## config.mk

```make
export PLATFORM = sky130hd
export DESIGN_NAME = periodic_event_timer_bank_flat
export DESIGN_NICKNAME = d
export VERILOG_FILES = /design/src/design/petb_pkg.sv /design/src/design/petb_ifs.sv /design/src/design/periodic_event_timer_bank.sv /design/src/design/petb_tick_alu.sv /design/src/flat_wrapper.sv
export VERILOG_INCLUDE_DIRS = /design/src /design/src/design
export SDC_FILE = /design/constraint.sdc
export NUM_CORES = 1
export LEC_CHECK = 0
export ABC_AREA = 1
export BUFFER_PORTS_ARGS = -buffer_cell sky130_fd_sc_hd__buf_2
export CAP_MARGIN = 20
export CORE_AREA = 2 2 127 253
export CTS_CLUSTER_DIAMETER = 150
export DETAILED_ROUTE_END_ITERATION = 16
export DIE_AREA = 0 0 129 255
export HOLD_SLACK_MARGIN = 0.06
export MAX_ROUTING_LAYER = met4
export SYNTH_ARGS = -nofsm -noshare
export SYNTH_HDL_FRONTEND = slang
export SYNTH_SLANG_ARGS = --single-unit
```

## constraint.sdc

```tcl
create_clock -name clk -period 3.6 [get_ports clk]
set_input_delay 0.72 -clock clk [delete_from_list [all_inputs] [get_ports clk]]
set_output_delay 0.72 -clock clk [all_outputs]
set_load 0.01 [all_outputs]
```

## src/design/periodic_event_timer_bank_macros.svh

```systemverilog
// Assertion macros used by the timer bank top level.
`ifndef PERIODIC_EVENT_TIMER_BANK_MACROS_SVH
`define PERIODIC_EVENT_TIMER_BANK_MACROS_SVH

// Same-cycle implication, clocked on clk, disabled in reset.
`define PETB_CHECK(label, ante, cons, msg) \
  label: assert property (@(posedge clk) disable iff (rst) (ante) |-> (cons)) \
    else $error(msg);

// Next-cycle implication, clocked on clk, disabled in reset.
`define PETB_CHECK_NEXT(label, ante, cons, msg) \
  label: assert property (@(posedge clk) disable iff (rst) (ante) |=> (cons)) \
    else $error(msg);

`endif

```

## src/design/petb_pkg.sv

```systemverilog
// Package: constants, codes and shared types of the periodic event timer bank.
`timescale 1ns / 1ps
package petb_pkg;

  localparam int PETB_MAX_EVENTS = 8;

  localparam int PETB_OPCODE_W   = 2;
  localparam int PETB_EVENT_ID_W = 4;
  localparam int PETB_PERIOD_W   = 16;
  localparam int PETB_ASSIGN_W   = 3;
  localparam int PETB_MASK_W     = 8;

  localparam logic [PETB_OPCODE_W-1:0] OP_TICK = 2'd0;
  localparam logic [PETB_OPCODE_W-1:0] OP_ADD  = 2'd1;
  localparam logic [PETB_OPCODE_W-1:0] OP_SET  = 2'd2;

  localparam logic STATUS_OK  = 1'b0;
  localparam logic STATUS_ERR = 1'b1;

  typedef struct packed {
    logic [PETB_PERIOD_W-1:0] ticks;
    logic                     fire;
  } petb_tick_res_t;

endpackage

```

## src/design/petb_ifs.sv

```systemverilog
// Interfaces: request and response channels of the timer bank.
`timescale 1ns / 1ps
interface petb_req_if;
  logic                                 valid;
  logic                                 ready;
  logic [petb_pkg::PETB_OPCODE_W-1:0]   opcode;
  logic [petb_pkg::PETB_EVENT_ID_W-1:0] event_id;
  logic [petb_pkg::PETB_PERIOD_W-1:0]   period_value;

  modport source (output valid, opcode, event_id, period_value, input ready);
  modport sink (input valid, opcode, event_id, period_value, output ready);
endinterface

interface petb_rsp_if;
  logic                               valid;
  logic                               ready;
  logic                               status;
  logic [petb_pkg::PETB_ASSIGN_W-1:0] assigned_id;
  logic [petb_pkg::PETB_MASK_W-1:0]   fired_mask;

  modport source (output valid, status, assigned_id, fired_mask, input ready);
  modport sink (input valid, status, assigned_id, fired_mask, output ready);
endinterface

```

## src/design/periodic_event_timer_bank.sv

```systemverilog
// Top level: periodic event timer bank with sequenced slot walk.
`timescale 1ns / 1ps
// Bank of up to MAX_EVENTS periodic counters held in two small slot memories
// (period and tick count). Slots are handed out in order from 0 and never
// freed. An add, set-period or unused-opcode transaction, or a tick with no
// slots, goes from the result registers through the done state into the
// response register; the next transaction can be accepted once it is there.
// Other ticks take the same path after the slot walk. The sequencer walks the
// allocated slots one per cycle through the single increment-and-compare unit.
// The one read port of the slot memories feeds it, and read and write-back are
// overlapped. A response waits in its output register while the next
// transaction is accepted. A finished result that finds that register still
// full holds the block until the waiting response is taken. Only slots 0 to 7
// report in fired_mask, and assigned_id keeps its low 3 bits.
module periodic_event_timer_bank #(
  parameter int MAX_EVENTS = petb_pkg::PETB_MAX_EVENTS
) (
  input logic      clk,
  input logic      rst,
  petb_req_if.sink   req,
  petb_rsp_if.source rsp
);
  import petb_pkg::*;

  localparam int IDX_W = (MAX_EVENTS > 1) ? $clog2(MAX_EVENTS) : 1;
  localparam int CNT_W = $clog2(MAX_EVENTS + 1);

  typedef enum logic [1:0] {
    S_IDLE,
    S_TICK,
    S_DONE
  } state_t;

  state_t               state;
  logic [CNT_W-1:0]     count;
  logic [IDX_W-1:0]     rd_idx;
  logic [IDX_W-1:0]     wb_idx;
  logic                 issuing;
  logic                 rd_vld;
  logic [PETB_PERIOD_W-1:0] rd_period;
  logic [PETB_PERIOD_W-1:0] rd_ticks;
  logic                     res_status;
  logic [PETB_ASSIGN_W-1:0] res_assigned;
  logic [PETB_MASK_W-1:0]   res_mask;
  logic                     out_valid;
  logic                     out_status;
  logic [PETB_ASSIGN_W-1:0] out_assigned;
  logic [PETB_MASK_W-1:0]   out_mask;

  logic [PETB_PERIOD_W-1:0] slot_period [MAX_EVENTS];
  logic [PETB_PERIOD_W-1:0] slot_ticks [MAX_EVENTS];

  logic                     accept;
  logic                     full;
  logic                     id_ok;
  logic                     add_ok;
  logic                     set_ok;
  logic                     rd_en;
  logic                     issue_last;
  logic                     wb_last;
  logic                     per_we;
  logic [IDX_W-1:0]         per_waddr;
  logic                     tk_we;
  logic [IDX_W-1:0]         tk_waddr;
  logic [PETB_PERIOD_W-1:0] tk_wdata;
  logic [4:0]               count_wide;
  logic [3:0]               wb_wide;
  logic [PETB_MASK_W-1:0]   fire_bit;
  petb_tick_res_t           alu_res;

  petb_tick_alu u_alu (
    .ticks  (rd_ticks),
    .period (rd_period),
    .res    (alu_res)
  );

  assign req.ready       = (state == S_IDLE);
  assign accept          = req.valid && req.ready;
  assign rsp.valid       = out_valid;
  assign rsp.status      = out_status;
  assign rsp.assigned_id = out_assigned;
  assign rsp.fired_mask  = out_mask;

  assign count_wide = 5'(count);
  assign wb_wide    = 4'(wb_idx);
  assign full       = (count == CNT_W'(MAX_EVENTS));
  assign id_ok      = (5'(req.event_id) < count_wide);
  assign add_ok     = accept && (req.opcode == OP_ADD) && !full;
  assign set_ok     = accept && (req.opcode == OP_SET) && id_ok;
  assign rd_en      = (state == S_TICK) && issuing;
  assign issue_last = ((CNT_W'(rd_idx) + CNT_W'(1)) == count);
  assign wb_last    = ((CNT_W'(wb_idx) + CNT_W'(1)) == count);

  always_comb begin
    fire_bit = '0;
    if (alu_res.fire && !wb_wide[3]) begin
      fire_bit[wb_wide[2:0]] = 1'b1;
    end
  end

  assign per_we    = add_ok || set_ok;
  assign per_waddr = add_ok ? count[IDX_W-1:0] : req.event_id[IDX_W-1:0];
  assign tk_we     = add_ok || ((state == S_TICK) && rd_vld);
  assign tk_waddr  = add_ok ? count[IDX_W-1:0] : wb_idx;
  assign tk_wdata  = add_ok ? '0 : alu_res.ticks;

  always_ff @(posedge clk) begin
    if (per_we) begin
      slot_period[per_waddr] <= req.period_value;
    end
    if (tk_we) begin
      slot_ticks[tk_waddr] <= tk_wdata;
    end
    if (rd_en) begin
      rd_period <= slot_period[rd_idx];
      rd_ticks  <= slot_ticks[rd_idx];
    end
  end

  always_ff @(posedge clk) begin
    if (rst) begin
      state     <= S_IDLE;
      count     <= '0;
      issuing   <= 1'b0;
      rd_vld    <= 1'b0;
      out_valid <= 1'b0;
    end else begin
      if (rsp.ready) begin
        out_valid <= 1'b0;
      end
      unique case (state)
        S_IDLE: begin
          if (accept) begin
            res_status   <= STATUS_OK;
            res_assigned <= '0;
            res_mask     <= '0;
            state        <= S_DONE;
            unique case (req.opcode)
              OP_TICK: begin
                if (count != '0) begin
                  rd_idx  <= '0;
                  issuing <= 1'b1;
                  rd_vld  <= 1'b0;
                  state   <= S_TICK;
                end
              end
              OP_ADD: begin
                if (full) begin
                  res_status <= STATUS_ERR;
                end else begin
                  res_assigned <= count_wide[PETB_ASSIGN_W-1:0];
                  count        <= count + CNT_W'(1);
                end
              end
              OP_SET: begin
                res_status <= id_ok ? STATUS_OK : STATUS_ERR;
              end
              default: begin
              end
            endcase
          end
        end
        S_TICK: begin
          rd_vld <= issuing;
          if (issuing) begin
            wb_idx <= rd_idx;
            if (issue_last) begin
              issuing <= 1'b0;
            end else begin
              rd_idx <= rd_idx + IDX_W'(1);
            end
          end
          if (rd_vld) begin
            res_mask <= res_mask | fire_bit;
            if (wb_last) begin
              rd_vld <= 1'b0;
              state  <= S_DONE;
            end
          end
        end
        S_DONE: begin
          if (!out_valid || rsp.ready) begin
            out_valid    <= 1'b1;
            out_status   <= res_status;
            out_assigned <= res_assigned;
            out_mask     <= res_mask;
            state        <= S_IDLE;
          end
        end
        default: begin
          state <= S_IDLE;
        end
      endcase
    end
  end

  `include "periodic_event_timer_bank_macros.svh"

  `PETB_CHECK(count_bound, 1'b1, count <= CNT_W'(MAX_EVENTS), "slot count beyond bank size")
  `PETB_CHECK_NEXT(add_grows, add_ok, count == $past(count) + CNT_W'(1), "add did not take slot")
  `PETB_CHECK_NEXT(other_keeps, accept && !add_ok, $stable(count), "slot count moved")
  `PETB_CHECK(walk_in_range, (state == S_TICK) && rd_vld, CNT_W'(wb_idx) < count, "walk past end")

endmodule

```

## src/design/petb_tick_alu.sv

```systemverilog
// Shared tick unit: increment one slot count and compare it with its period.
`timescale 1ns / 1ps
module petb_tick_alu (
  input  logic [petb_pkg::PETB_PERIOD_W-1:0] ticks,
  input  logic [petb_pkg::PETB_PERIOD_W-1:0] period,
  output petb_pkg::petb_tick_res_t           res
);
  import petb_pkg::*;

  logic [PETB_PERIOD_W-1:0] incr;

  assign incr      = ticks + PETB_PERIOD_W'(1);
  assign res.fire  = (incr >= period);
  assign res.ticks = res.fire ? '0 : incr;

endmodule
```

## src/flat_wrapper.sv

```systemverilog
// flat-port wrapper written by rule: the top's interface ports become plain ports
module periodic_event_timer_bank_flat import petb_pkg::*;
#(
  parameter int MAX_EVENTS = petb_pkg::PETB_MAX_EVENTS
)
  (clk, rst, req_valid, req_opcode, req_event_id, req_period_value, req_ready, rsp_valid, rsp_status, rsp_assigned_id, rsp_fired_mask, rsp_ready);
  petb_req_if req_i ();
  petb_rsp_if rsp_i ();
  input logic clk;
  input logic rst;
  input wire logic [$bits(req_i.valid)-1:0] req_valid;
  input wire logic [$bits(req_i.opcode)-1:0] req_opcode;
  input wire logic [$bits(req_i.event_id)-1:0] req_event_id;
  input wire logic [$bits(req_i.period_value)-1:0] req_period_value;
  output wire logic [$bits(req_i.ready)-1:0] req_ready;
  output wire logic [$bits(rsp_i.valid)-1:0] rsp_valid;
  output wire logic [$bits(rsp_i.status)-1:0] rsp_status;
  output wire logic [$bits(rsp_i.assigned_id)-1:0] rsp_assigned_id;
  output wire logic [$bits(rsp_i.fired_mask)-1:0] rsp_fired_mask;
  input wire logic [$bits(rsp_i.ready)-1:0] rsp_ready;
  assign req_i.valid = req_valid;
  assign req_i.opcode = req_opcode;
  assign req_i.event_id = req_event_id;
  assign req_i.period_value = req_period_value;
  assign req_ready = req_i.ready;
  assign rsp_valid = rsp_i.valid;
  assign rsp_status = rsp_i.status;
  assign rsp_assigned_id = rsp_i.assigned_id;
  assign rsp_fired_mask = rsp_i.fired_mask;
  assign rsp_i.ready = rsp_ready;
  periodic_event_timer_bank #(.MAX_EVENTS(MAX_EVENTS)) u_core (.clk(clk), .rst(rst), .req(req_i), .rsp(rsp_i));
endmodule
```

Word-level counts from Yosys, hierarchy flattened
Memory sizes are Yosys's and may differ from the RTL's. A register that Yosys moved wholly into a read port is not among the register bits.
Index checks and enable logic that the tools add are counted.
W data, S select, Z words.
Cells by class
  div/mod/pow operators: 0
  reductions and logical operators: 26
  magnitude comparators: 4
  muxes and demuxes: 45
  multipliers: 0
  eq/ne operators: 15
  add/subtract/negate cells: 5
  shift-type cells: 0
  bitwise operators: 4
Operators with widths (number)
  $mux W16: 2
  $mux W8: 3
  $mux W3: 7
  $mux W1: 20
  $add A16 B1 Y16 const B: 1
  $ge A16 B16 Y1: 1
  $pmux W8 S2: 1
  $reduce_and A4 Y1: 4
  $mux W2: 6
  $reduce_and A3 Y1: 3
  $add A3 B1 Y4 const B: 2
  $eq A4 B4 Y1: 2
  $logic_and A1 B1 Y1: 8
  $ne A2 B1 Y1 const B: 4
  $ne A2 B2 Y1 const B: 4
  $or A8 B8 Y8: 1
  $reduce_and A7 Y1: 1
  $pmux W1 S2: 3
  $pmux W2 S3: 1
  $pmux W3 S2: 1
  $add A4 B1 Y4 const B: 1
  $eq A2 B1 Y1 const B: 2
  $eq A2 B2 Y1 const B: 2
  $eq A4 B4 Y1 const B: 1
  12 further kinds: 18
Word-level totals
  memories: 2
  RAM bits: 256
  bits in latches: 0
  word-level logic and storage cells: 114
  register bits after elaboration: 39
  ROM bits: 0
Memory list
  u_core.slot_period: words 8, width 16, rd ports 1, clocked after Yosys merged registers in 1, write ports 1, line periodic_event_timer_bank.sv:50  | logic [PETB_PERIOD_W-1:0] slot_period [MAX_EVENTS];
  u_core.slot_ticks: words 8, width 16, rd ports 1, clocked after Yosys merged registers in 1, write ports 1, line periodic_event_timer_bank.sv:51  | logic [PETB_PERIOD_W-1:0] slot_ticks [MAX_EVENTS];

Longest topological paths before layout
  word-level depth: 8
  depth in mapped cells: 19
  depth with buffers taken out: 18

Hierarchy
A second synthesis with hierarchy kept.
Unflattened totals
  cells, all modules: 1233
  area, all modules: 14198.6 um^2
By module, submodules not included
  periodic_event_timer_bank: seq. area each 9729.3 um^2, times used 1, area each 13186.4 um^2, cells an instance 1046
  petb_tick_alu: seq. area each 0.0 um^2, times used 1, area each 1012.2 um^2, cells an instance 187

Worst setup path after synthesis
OpenSTA, ideal clock, no wires.
  path type: reg-to-reg
  start: register u_core.state[0]
  end: register u_core.rd_idx[0], enable pin
  period minus slack after synthesis: 2.893 ns
  required time: 3.298 ns
  arrival: 2.590 ns
  cell stages (with the launch flop): 9
  path slack: 0.707 ns
  setup time: 0.302 ns
  cell sequence: dfxtp_1 > inv_1 > nor2_1 > inv_1 > nor2_1 > nand2_1 > inv_1 > o21ai_1 > nand2_1
Between the ends
  word-level cells in the longest chain between the ends: 4
  elaborated cells on any way between the ends: 10
RTL lines
  start, declared: line periodic_event_timer_bank.sv:34  | state_t state;
  start signal, assigned: line periodic_event_timer_bank.sv:122  | state <= S_IDLE;
  start signal, assigned: line periodic_event_timer_bank.sv:137  | state <= S_DONE;
  start signal, assigned: line periodic_event_timer_bank.sv:144  | state <= S_TICK;
  $logic_not A2 Y1: line periodic_event_timer_bank.sv:77, periodic_event_timer_bank.sv:131
  $logic_and A1 B1 Y1: line periodic_event_timer_bank.sv:78  | assign accept = req.valid && req.ready;
  $ne A2 B2 Y1 (no source line)
  $reduce_and A7 Y1 (no source line) *
  end signal, assigned: line periodic_event_timer_bank.sv:170  | rd_idx <= rd_idx + IDX_W'(1);
  end, declared: line periodic_event_timer_bank.sv:36  | logic [IDX_W-1:0] rd_idx;
Every way passes the cells marked *; elsewhere a longest branch is shown, timed or not.
A chain may end at the register's enable or synchronous reset.

Worst setup path after layout
  start: register u_core.rd_ticks[0], read port of u_core.slot_ticks
  end: memory u_core.slot_ticks[3][14], data pin
Between the ends
  word-level cells in the longest chain between the ends: 4
RTL lines
  start, declared: line periodic_event_timer_bank.sv:41  | logic [PETB_PERIOD_W-1:0] rd_ticks;
  $add A16 B1 Y16 *: line petb_tick_alu.sv:12  | assign incr = ticks + PETB_PERIOD_W'(1);
  $ge A16 B16 Y1: line petb_tick_alu.sv:13  | assign res.fire = (incr >= period);
  $mux W16 *: line petb_tick_alu.sv:14  | assign res.ticks = res.fire ? '0 : incr;
  $mux W16 *: line periodic_event_timer_bank.sv:105  | assign tk_wdata = add_ok ? '0 : alu_res.ticks;
  named net u_core.tk_wdata[14]: line periodic_event_timer_bank.sv:65  | logic [PETB_PERIOD_W-1:0] tk_wdata;
  end, declared: line periodic_event_timer_bank.sv:51
Mark *: on every way through the listed nets, which the timed path passes. The rest lies on a longest branch.

==> impl_metrics.env <==
export IMPL_async_flop_share_pct=0
export IMPL_peakVddDrop_mv=0.418
export IMPL_crit_fanout=11
export IMPL_critPathBufInv=3
export IMPL_synth_edf_count=318
export IMPL_ys_seq_area_share_pct=70.5
export IMPL_postCtsSetupBuffers=0
export IMPL_die_h_um=255
export IMPL_hpwlAfterDp_mm=17.6
export IMPL_drv_cap=0
export IMPL_avgSynthCellArea_sq_um=11.8
export IMPL_critPathTopFamily="simple AND/OR/NAND/NOR gates"
export IMPL_utilization_pct=49.9
export IMPL_yosysTopAreaCellShare_pct=69.2
export IMPL_critical_path_most_common_cell="nand2_1"
export IMPL_finalSetupViolCount=0
export IMPL_clkLatencyLatePin_ns=0.57
export IMPL_hold_viol=0
export IMPL_post_dp_cell_area_sq_mm=0.0145
export IMPL_drtIter0Drc=577
export IMPL_crit_type="reg2reg"
export IMPL_clkSinkCount=327
export IMPL_gp_congestion=0.915
export IMPL_synth_common_cells="edfxtp_1 (318), nor2_1 (276), o21ai_0 (132)"
export IMPL_rows=92
export IMPL_ios=40
export IMPL_place_inst=1604
export IMPL_totalPowerFinal_uw=7640
export IMPL_initial_utilization_pct=44.2
export IMPL_seqCellArea_sq_mm=0.00973
export IMPL_area_growth_pct=12.7
export IMPL_core_area_sq_mm=0.0312
export IMPL_cp_start_kind="flip-flop"
export IMPL_synth_most_common_cell="edfxtp_1"
export IMPL_cts_clk_slew_worst_paths_ns=0.07
export IMPL_rsz0062_at_grt="yes"
export IMPL_io_buffers=39
export IMPL_synth_area_leader_cell="edfxtp_1"
export IMPL_tightest_slew_ns=0.614
export IMPL_ys_ff_latch=327
export IMPL_numCtsBuffers=30
export IMPL_fin_crit_ns=3.43
export IMPL_status="completed"
export IMPL_wirelength_mm=29.8
export IMPL_finalNonFillerCells=1660
export IMPL_grt_pass1_vias=8562
export IMPL_fmax_ghz=0.292
export IMPL_drive_gt1_share_pct=11.6
export IMPL_route_detailed_drc=0
export IMPL_cts_tree="yes"
export IMPL_synth_warnings=0
export IMPL_end_kind="flip-flop"
export IMPL_worstHoldPathType="reg2reg"
export IMPL_cellLeakagePower_uw=0.00558
export IMPL_antennaDiodeCount=0
export IMPL_syn_num_nets=1223
export IMPL_hold_buffers=0
export IMPL_fp_dieW_um=129
export IMPL_cts_root_buf="clkbuf_16"
export IMPL_yosysUniqueCellTypes=39
export IMPL_drt_first_pass_iters=5
export IMPL_holdWs_ns=0.419
export IMPL_wl_per_cell_um=18.0
export IMPL_p_per_area_mw_per_mm2=491
export IMPL_grt_max_degree=134
export IMPL_dieArea_sq_mm=0.0329
export IMPL_syn_area_sq_mm=0.0138
export IMPL_crit_chain="ha_1 > nand2_1 > nor2_4 > nand4_2 > nor2_4 > nand4_1 > nand2_1 > inv_1 > ha_1 > nand2_1 > inv_1 > nand2_1 > nand2_1 > a21oi_1 > nand3_1 > nor2_1 > inv_1 > nor2_1"
export IMPL_synth_ff_type="edfxtp_1"
export IMPL_ys_top_cells_by_area="edfxtp_1 (69%), nor2_1 (7.5%), o21ai_0 (4.8%), ha_1 (2.4%), inv_1 (2.4%)"
export IMPL_grt_first_pass_wirelength_mm=46.2
export IMPL_grt_use_total_pct=18.9
export IMPL_nNetsFinal=1267
export IMPL_max_stage_delay_ns=0.47
export IMPL_multiInputGateArea_sq_mm=0.00348
export IMPL_vias_per_cell=5.20
export IMPL_ant_nets=0
export IMPL_final_area_sq_mm=0.0156
export IMPL_slew_headroom_pct=58.8
export IMPL_crit_required_ns=3.91
export IMPL_cts_max_path_buffers=3
export IMPL_syn_inst=1170
export IMPL_grt_remaining_overflow=0
export IMPL_htree_levels=1
export IMPL_slew_violations=0
export IMPL_post_route_period_util_pct=95.2
export IMPL_clock_skew_ns=0.0230
export IMPL_critPathArrivalTime_ns=3.74
export IMPL_antenna_found_initial=0
export IMPL_vias=8624
export IMPL_crit_path_top_delay_cell="nor2_1"
export IMPL_num_fill_cells=2725
-- state kept, by name, summed over array words and instances, names as in the netlist, 4 cells and up --
register / count
u_core.res_mask: 8
u_core.rd_period: 16
u_core.rsp.fired_mask: 8
u_core.count: 4
u_core.rd_ticks: 16
u_core.slot_ticks: 128
u_core.slot_period: 128
-- worst paths after layout --
path	start	end	slack, ns	cells after the start
setup / recovery	u_core.rd_ticks[0]	u_core.slot_ticks[3][14]	0.17	18
hold / removal	u_core.res_assigned[0]	u_core.rsp.assigned_id[0]	0.42	0
setup reg to reg	u_core.rd_ticks[0]	u_core.slot_ticks[3][14]	0.17	18
hold reg to reg	u_core.res_assigned[0]	u_core.rsp.assigned_id[0]	0.42	0
-- repair_timing --
item,CTS,global route
endpoints found under the hold margin,0,0
endpoints found under the setup margin,0,104
gates resized for setup,0,5
-- layout by cell type (no fill, tap or decap), types with 21 or more instances in the layout --
cell type / instances
nand2_1: 81
buf_2: 40
nor2_1: 272
clkbuf_16: 31
buf_4: 26
ha_1: 27
o21ai_0: 132
inv_1: 87
o22ai_1: 32
edfxtp_1: 318
a31oi_1: 34
a21oi_1: 21
-- power by group --
group | leakage, uW | internal [uW] | switching [uW]
Combinational | 0.00211 | 48.7 | 116
Sequential | 0.00296 | 4190 | 13.3
Clock | 0.000501 | 1870 | 1400
-- worst register-to-register path: cells and delay by family, from the launching register on --
| kind | cells | cell delay (ns) |
|---|---|---|
| buffers and inverters | 3 | 0.38 |
| AOI/OAI and AO/OA | 1 | 0.13 |
| adders and majority gates | 2 | 0.46 |
| DFF | 1 | 0.40 |
| and+or+nand+nor | 12 | 1.80 |
-- layout make-up --
type                            count  share of cell area, %
Tap cell                          423                   3.40
Clock inverter                     23                   1.56
Timing Repair Buffer               68                   2.80
Multi-Input combinational cell    691                   22.4
Clock buffer                       32                   5.01
Sequential cell                   327                   62.5
Inverter                           96                   2.32
-- routing by layer --
| layer | part of all wire (%) | track usage [%] | vias up |
|---|---|---|---|
| li1 | - | - | 4197 |
| met1 | 42 | 22.6 | 4195 |
| met2 | 51 | 32.9 | 176 |
| met3 | 4.0 | 2.34 | 56 |
| met4 | 2.9 | 6.65 | 0 |
| met5 | 0 | - | - |
-- cells by family (layout without fill, tap and decap cells) --
family / Yosys count / after routing / share of synthesized area (%)
and+or+nand+nor: 413 / 413 / 12.2
DFF: 327 / 327 / 70.5
AOI/OAI and AO/OA: 235 / 235 / 9.33
buffers and inverters: 152 / 219 / 4.45
adders and majority gates: 27 / 27 / 2.45
xor gates and xnor gates: 16 / 16 / 1.07
-- per-stage QoR --
step / worst slack, ns / TNS, ns
after floorplan: 0.707 / 0
after global placement: 0.354 / 0
after detailed placement: 0.210 / 0
after CTS: 0.190 / 0
after global routing: -0.124 / -6.15
final: 0.172 / 0
Power figures use the tool's default switching activity.
